### config.mk
export PLATFORM = sky130hd
export DESIGN_NAME = wmse_ctrl
export DESIGN_NICKNAME = d
export VERILOG_FILES = /design/src/wmse_pkg.sv /design/src/wmse_ctrl.sv
export SDC_FILE = /design/constraint.sdc
export NUM_CORES = 1
export LEC_CHECK = 0
export BUFFER_PORTS_ARGS = -buffer_cell sky130_fd_sc_hd__buf_2
export CORE_MARGIN = 8
export CORE_UTILIZATION = 35
export DETAILED_ROUTE_END_ITERATION = 10
export PLACE_DENSITY_LB_ADDON = 0.25
export SLEW_MARGIN = 20
export SYNTH_ARGS = -nofsm -noshare
export SYNTH_HDL_FRONTEND = slang
export SYNTH_SLANG_ARGS = --single-unit
### constraint.sdc
create_clock -name clk_i -period 3.67 [get_ports clk_i]
set_input_delay 0 -clock clk_i [delete_from_list [all_inputs] [get_ports clk_i]]
set_output_delay 0 -clock clk_i [all_outputs]
set_load 0.01 [all_outputs]
### src/wmse_pkg.sv
// ----------------------------------------------------------------------------
// wmse_pkg
// Shared types and codes of the weighted mean / standard error block.
// ----------------------------------------------------------------------------
`default_nettype none

package wmse_pkg;

  // result status codes
  typedef enum logic [1:0] {
    STAT_OK       = 2'd0,
    STAT_SINGLE   = 2'd1,
    STAT_ZERO_WT  = 2'd2,
    STAT_OVERFLOW = 2'd3
  } status_e;

  // commands from the controller to the datapath
  typedef struct packed {
    logic load;
    logic accumulate;
    logic mean_start;
    logic mean_latch;
    logic pass_init;
    logic rd;
    logic ratio_start;
    logic mul1;
    logic mul2;
    logic sum;
    logic var_start;
    logic var_add;
    logic sqrt_start;
    logic out_load;
  } wmse_cmd_t;

  // status from the datapath to the controller
  typedef struct packed {
    logic last;
    logic wt_zero;
    logic multi;
    logic div_busy;
    logic sqrt_busy;
    logic pass_end;
    logic out_free;
  } wmse_stat_t;

endpackage

`default_nettype wire

### src/wmse_ctrl.sv
// ----------------------------------------------------------------------------
// wmse_ctrl
// Sequencer for sample loading, mean division, second pass, variance division, root and output.
// ----------------------------------------------------------------------------
`default_nettype none

module wmse_ctrl (
  input  wire logic                clk_i,
  input  wire logic                rst_ni,
  input  wire logic                in_valid_i,
  output logic                     in_ready_o,
  input  wire wmse_pkg::wmse_stat_t stat_i,
  output wmse_pkg::wmse_cmd_t      cmd_o
);

  typedef enum logic [14:0] {
    S_IDLE = 15'b000000000000001,
    S_ACC  = 15'b000000000000010,
    S_CHK  = 15'b000000000000100,
    S_MDIV = 15'b000000000001000,
    S_RD   = 15'b000000000010000,
    S_RW   = 15'b000000000100000,
    S_RDIV = 15'b000000001000000,
    S_MUL1 = 15'b000000010000000,
    S_MUL2 = 15'b000000100000000,
    S_SUM  = 15'b000001000000000,
    S_VDIV = 15'b000010000000000,
    S_VDW  = 15'b000100000000000,
    S_SQS  = 15'b001000000000000,
    S_SQW  = 15'b010000000000000,
    S_OUT  = 15'b100000000000000
  } state_e;

  state_e state_q, state_d;

  // next state and commands
  always_comb begin
    state_d    = state_q;
    cmd_o      = '0;
    in_ready_o = 1'b0;
    case (state_q)
      S_IDLE: begin
        in_ready_o = 1'b1;
        if (in_valid_i) begin
          cmd_o.load = 1'b1;
          state_d    = S_ACC;
        end
      end
      S_ACC: begin
        cmd_o.accumulate = 1'b1;
        state_d          = stat_i.last ? S_CHK : S_IDLE;
      end
      S_CHK: begin
        if (stat_i.wt_zero) begin
          state_d = S_OUT;
        end else begin
          cmd_o.mean_start = 1'b1;
          state_d          = S_MDIV;
        end
      end
      S_MDIV: begin
        if (!stat_i.div_busy) begin
          cmd_o.mean_latch = 1'b1;
          cmd_o.pass_init  = 1'b1;
          state_d          = stat_i.multi ? S_RD : S_OUT;
        end
      end
      S_RD: begin
        cmd_o.rd = 1'b1;
        state_d  = S_RW;
      end
      S_RW: begin
        cmd_o.ratio_start = 1'b1;
        state_d           = S_RDIV;
      end
      S_RDIV: begin
        if (!stat_i.div_busy) begin
          state_d = S_MUL1;
        end
      end
      S_MUL1: begin
        cmd_o.mul1 = 1'b1;
        state_d    = S_MUL2;
      end
      S_MUL2: begin
        cmd_o.mul2 = 1'b1;
        state_d    = S_SUM;
      end
      S_SUM: begin
        cmd_o.sum = 1'b1;
        state_d   = stat_i.pass_end ? S_VDIV : S_RD;
      end
      S_VDIV: begin
        cmd_o.var_start = 1'b1;
        state_d         = S_VDW;
      end
      S_VDW: begin
        if (!stat_i.div_busy) begin
          cmd_o.var_add = 1'b1;
          state_d       = S_SQS;
        end
      end
      S_SQS: begin
        cmd_o.sqrt_start = 1'b1;
        state_d          = S_SQW;
      end
      S_SQW: begin
        if (!stat_i.sqrt_busy) begin
          state_d = S_OUT;
        end
      end
      S_OUT: begin
        if (stat_i.out_free) begin
          cmd_o.out_load = 1'b1;
          state_d        = S_IDLE;
        end
      end
      default: begin
        state_d = S_IDLE;
      end
    endcase
  end

  // state register
  always_ff @(posedge clk_i or negedge rst_ni) begin
    if (!rst_ni) begin
      state_q <= S_IDLE;
    end else begin
      state_q <= state_d;
    end
  end

endmodule

`default_nettype wire

==> out/results.tsv <==
stage	metric	value	unit
status	status	finished clean	
worst_setup_path	crit_path_max_fanout	10	
clock_tree	cts-root-buf	clkbuf_4	
routing	drt-met1-wl	1273	µm
final_layout	area_growth	18.67	%
final_layout	largest_register_ffs	15	
worst_setup_path	critPathKind	reg -> out	
floorplan	ioPinCount	25	
pwr	p_sw	0.2109	mW
synth	synth-seq-cells	15	
routing	vias	988	
clock_tree	cts.reportedPaths.clkPinSlew	100	ps
timing	period_needed	2176	ps
final_layout	fin_cells	178	
pwr	p_per_area	414.0	nW/µm²
global_routing	grt_max_degree	16	
global_routing	grt_pass1_wl	4774	µm
routing	vias_per_cell	5.551	
placement	portBuffers	24	
synth	synth.distinct_cells	41	
floorplan	core	2978	µm²
synth	post-synth-top-count-cell	nor2_1	
floorplan	start_util	36.01	%
synth	synth_area	1072	µm²
pwr	p_sw_share	40.04	%
routing	drtPass1Iterations	4	
run	maxCapViolCount	0	
final_layout	antenna_cells	0	
worst_setup_path	worst_setup_path_end_kind	output pin	
clock_tree	cts.path.max_buffers	2	
clock_tree	cts_made_buffers	3	
pwr	p_clk_share	19.6	%
clock_tree	cts_tree	built	
final_layout	top_register	state_q	
timing	rsz0062_at_grt	false	
worst_setup_path	cp.arrival	2180	ps
synth	synth_area_leaders	dfrtp_1, nor4b_1, nor2_1, nor4_4, nor2b_1	
pwr	p_int	0.3159	mW
final_layout	largestRegisters	state_q (15)	
timing	tightest_slew	560.5	ps
global_routing	overflow	0	
routing	drt_iter0_drc	88	
timing	tns	0	ps
timing	maxSlewHeadroom	62.32	%
final_layout	fin_area	1272	µm²
synth	yosysTopAreaCell	dfrtp_1	
routing	drt-total-wl	2739	µm
timing	drv_slew	0	
routing	route.met2.wl	1252	µm
routing	wl_met3	162	µm
floorplan	dieArea	5091	µm²
synth	synthTopCellsByCount	nor2_1, dfrtp_1, nor4b_1	
synth	synth_top_area_share	32.67	%
pwr	p_total	0.5268	mW
pwr	p_seq_share	39.2	%
global_routing	antenna_found_initial	0	
placement	placed_cells	169	
floorplan	die_w	71.35	µm
pwr	p_comb_share	41.2	%
final_layout	drive_above_1_share	24.83	%
timing	fin_skew	2.735	ps
clock_tree	htree_levels	1	
timing	hold_viol	0	
floorplan	die_h	71.35	µm
pwr	ir_worst_vdd	0.2142	mV
synth	async_flop_share	100.0	%
hold_path	holdCritPathClass	in -> reg	
pwr	p_leak	0.6253	nW
timing	fmax	459.5	MHz
timing	finalCritPeriodShare	59.30	%
synth	seq_area_frac_synth	35.12	%
routing	final_antenna_net_count	0	
timing	finalHoldWorstSlack	5.033	ps
global_routing	grt_util_all_layers	11.93	%
clock_tree	cts.sinks	15	
global_routing	first_global_vias	988	
synth	syn_inst	118	
placement	dpl.hpwl	2139	µm
synth	yosysWarnings	0	
routing	drc	0	
synth	synth-edff-count	0	
worst_setup_path	crit_path_start_kind	flip-flop	
clock_tree	insertion_delay	300	ps
worst_setup_path	cp_data_required_time	3670	ps
synth	synthFlopType	dfrtp_1	
final_layout	nets	156	
placement	dpl_cell_area	1196	µm²
synth	syn-num-nets	128	
synth	synth.avg_cell_area	9.087	µm²
routing	wl_per_cell	15.39	µm
timing	setup_viol	0	
placement	globalplace.congestion	0.9114	
routing	top_layer_used	met4	
floorplan	core.rowCount	20	
## metal layers
| metal | global-route usage, % | vias to the layer above |
|---|---|---|
| met5 | 0 | - |
| met3 | 2.789 | 4 |
| met2 | 18.57 | 28 |
| met1 | 14.88 | 460 |
| li1 | - | 496 |
| met4 | 6.236 | 0 |
## final timing paths
| kind | startpoint | endpoint | slack [ps] | depth (start not counted) |
|---|---|---|---|---|
| max | state_q[8] | cmd_o[0] | 1490 | 5 |
| min | stat_i[2] | state_q[13] | 5 | 3 |
| max reg2reg | state_q[13] | state_q[0] | 1560 | 5 |
| min reg2reg | state_q[14] | state_q[13] | 530 | 1 |
| max in group asynchronous | rst_ni | state_q[0] | 3230 | 2 |
| min in group asynchronous | rst_ni | state_q[1] | 130 | 2 |
## power groups by stage
stage                     Combinational, mW  Sequential (mW)  Clock (mW)
after floorplan                       0.161            0.201           0
after global placement                0.211            0.209           0
after detailed placement              0.214            0.209           0
after CTS                             0.219            0.206       0.106
after global routing                  0.246            0.209       0.109
final                                 0.217            0.206       0.103
## through the flow
stage	worst slack, ps	utilization [%]
3_3_place_gp	1656	40.17
3_5_place_dp	1565	40.17
2_1_floorplan	1828	-
6_report	1494	42.73
4_1_cts	1479	42.73
5_1_grt	1229	42.73
## worst max-delay path: stages (launching register included)
cell and delay (ps):
dfrtp_1 510, nor4_4 460, nand2_4 150, or4_1 520, nor2_1 100, buf_2 130
## placed cells by master, fill, tap and decap left out, types with 2 or more instances in the layout
cell           Yosys  routed
a21o_1             3       3
and2_1             4       4
buf_2              3      24
clkbuf_4           0       3
dfrtp_1           14      14
dlygate4sd3_1      0       5
inv_1              7       7
nand2_1            7       7
nand4_1            4       4
nor2_1            17      17
nor2b_1            6       6
nor3_1             4       4
nor3b_1            2       2
nor4_1             3       3
nor4_4             2       2
nor4b_1            9       9
o21ai_0            3       3
o22ai_1            2       2
xor2_1             4       4
## cells by family (layout without fill, tap and decap cells)
kind of cell | count (synthesis) | count (layout) | share of synthesized area (%)
DFF | 15 | 15 | 35.12
and+or+nand+nor | 68 | 68 | 43.17
buffers and inverters | 13 | 40 | 5.951
xor gates and xnor gates | 4 | 4 | 3.267
muxes | 1 | 1 | 1.050
AOI/OAI and AO/OA | 17 | 17 | 11.44
## layout make-up
class | instances | area (µm²)
Tap cell | 33 | 41.29
Clock buffer | 4 | 26.28
Timing Repair Buffer | 29 | 170.2
Inverter | 7 | 26.28
Fill cell | 311 | 1705
Sequential cell | 15 | 376.6
Multi-Input combinational cell | 90 | 631.9
## repair_timing
item,in CTS,in global routing
setup endpoints to repair,0,0
endpoints found under the hold margin,19,0
buffers inserted,0,0
resized for setup,0,0
hold buffers,5,0
No activity file was read; power rests on OpenSTA's default activity.
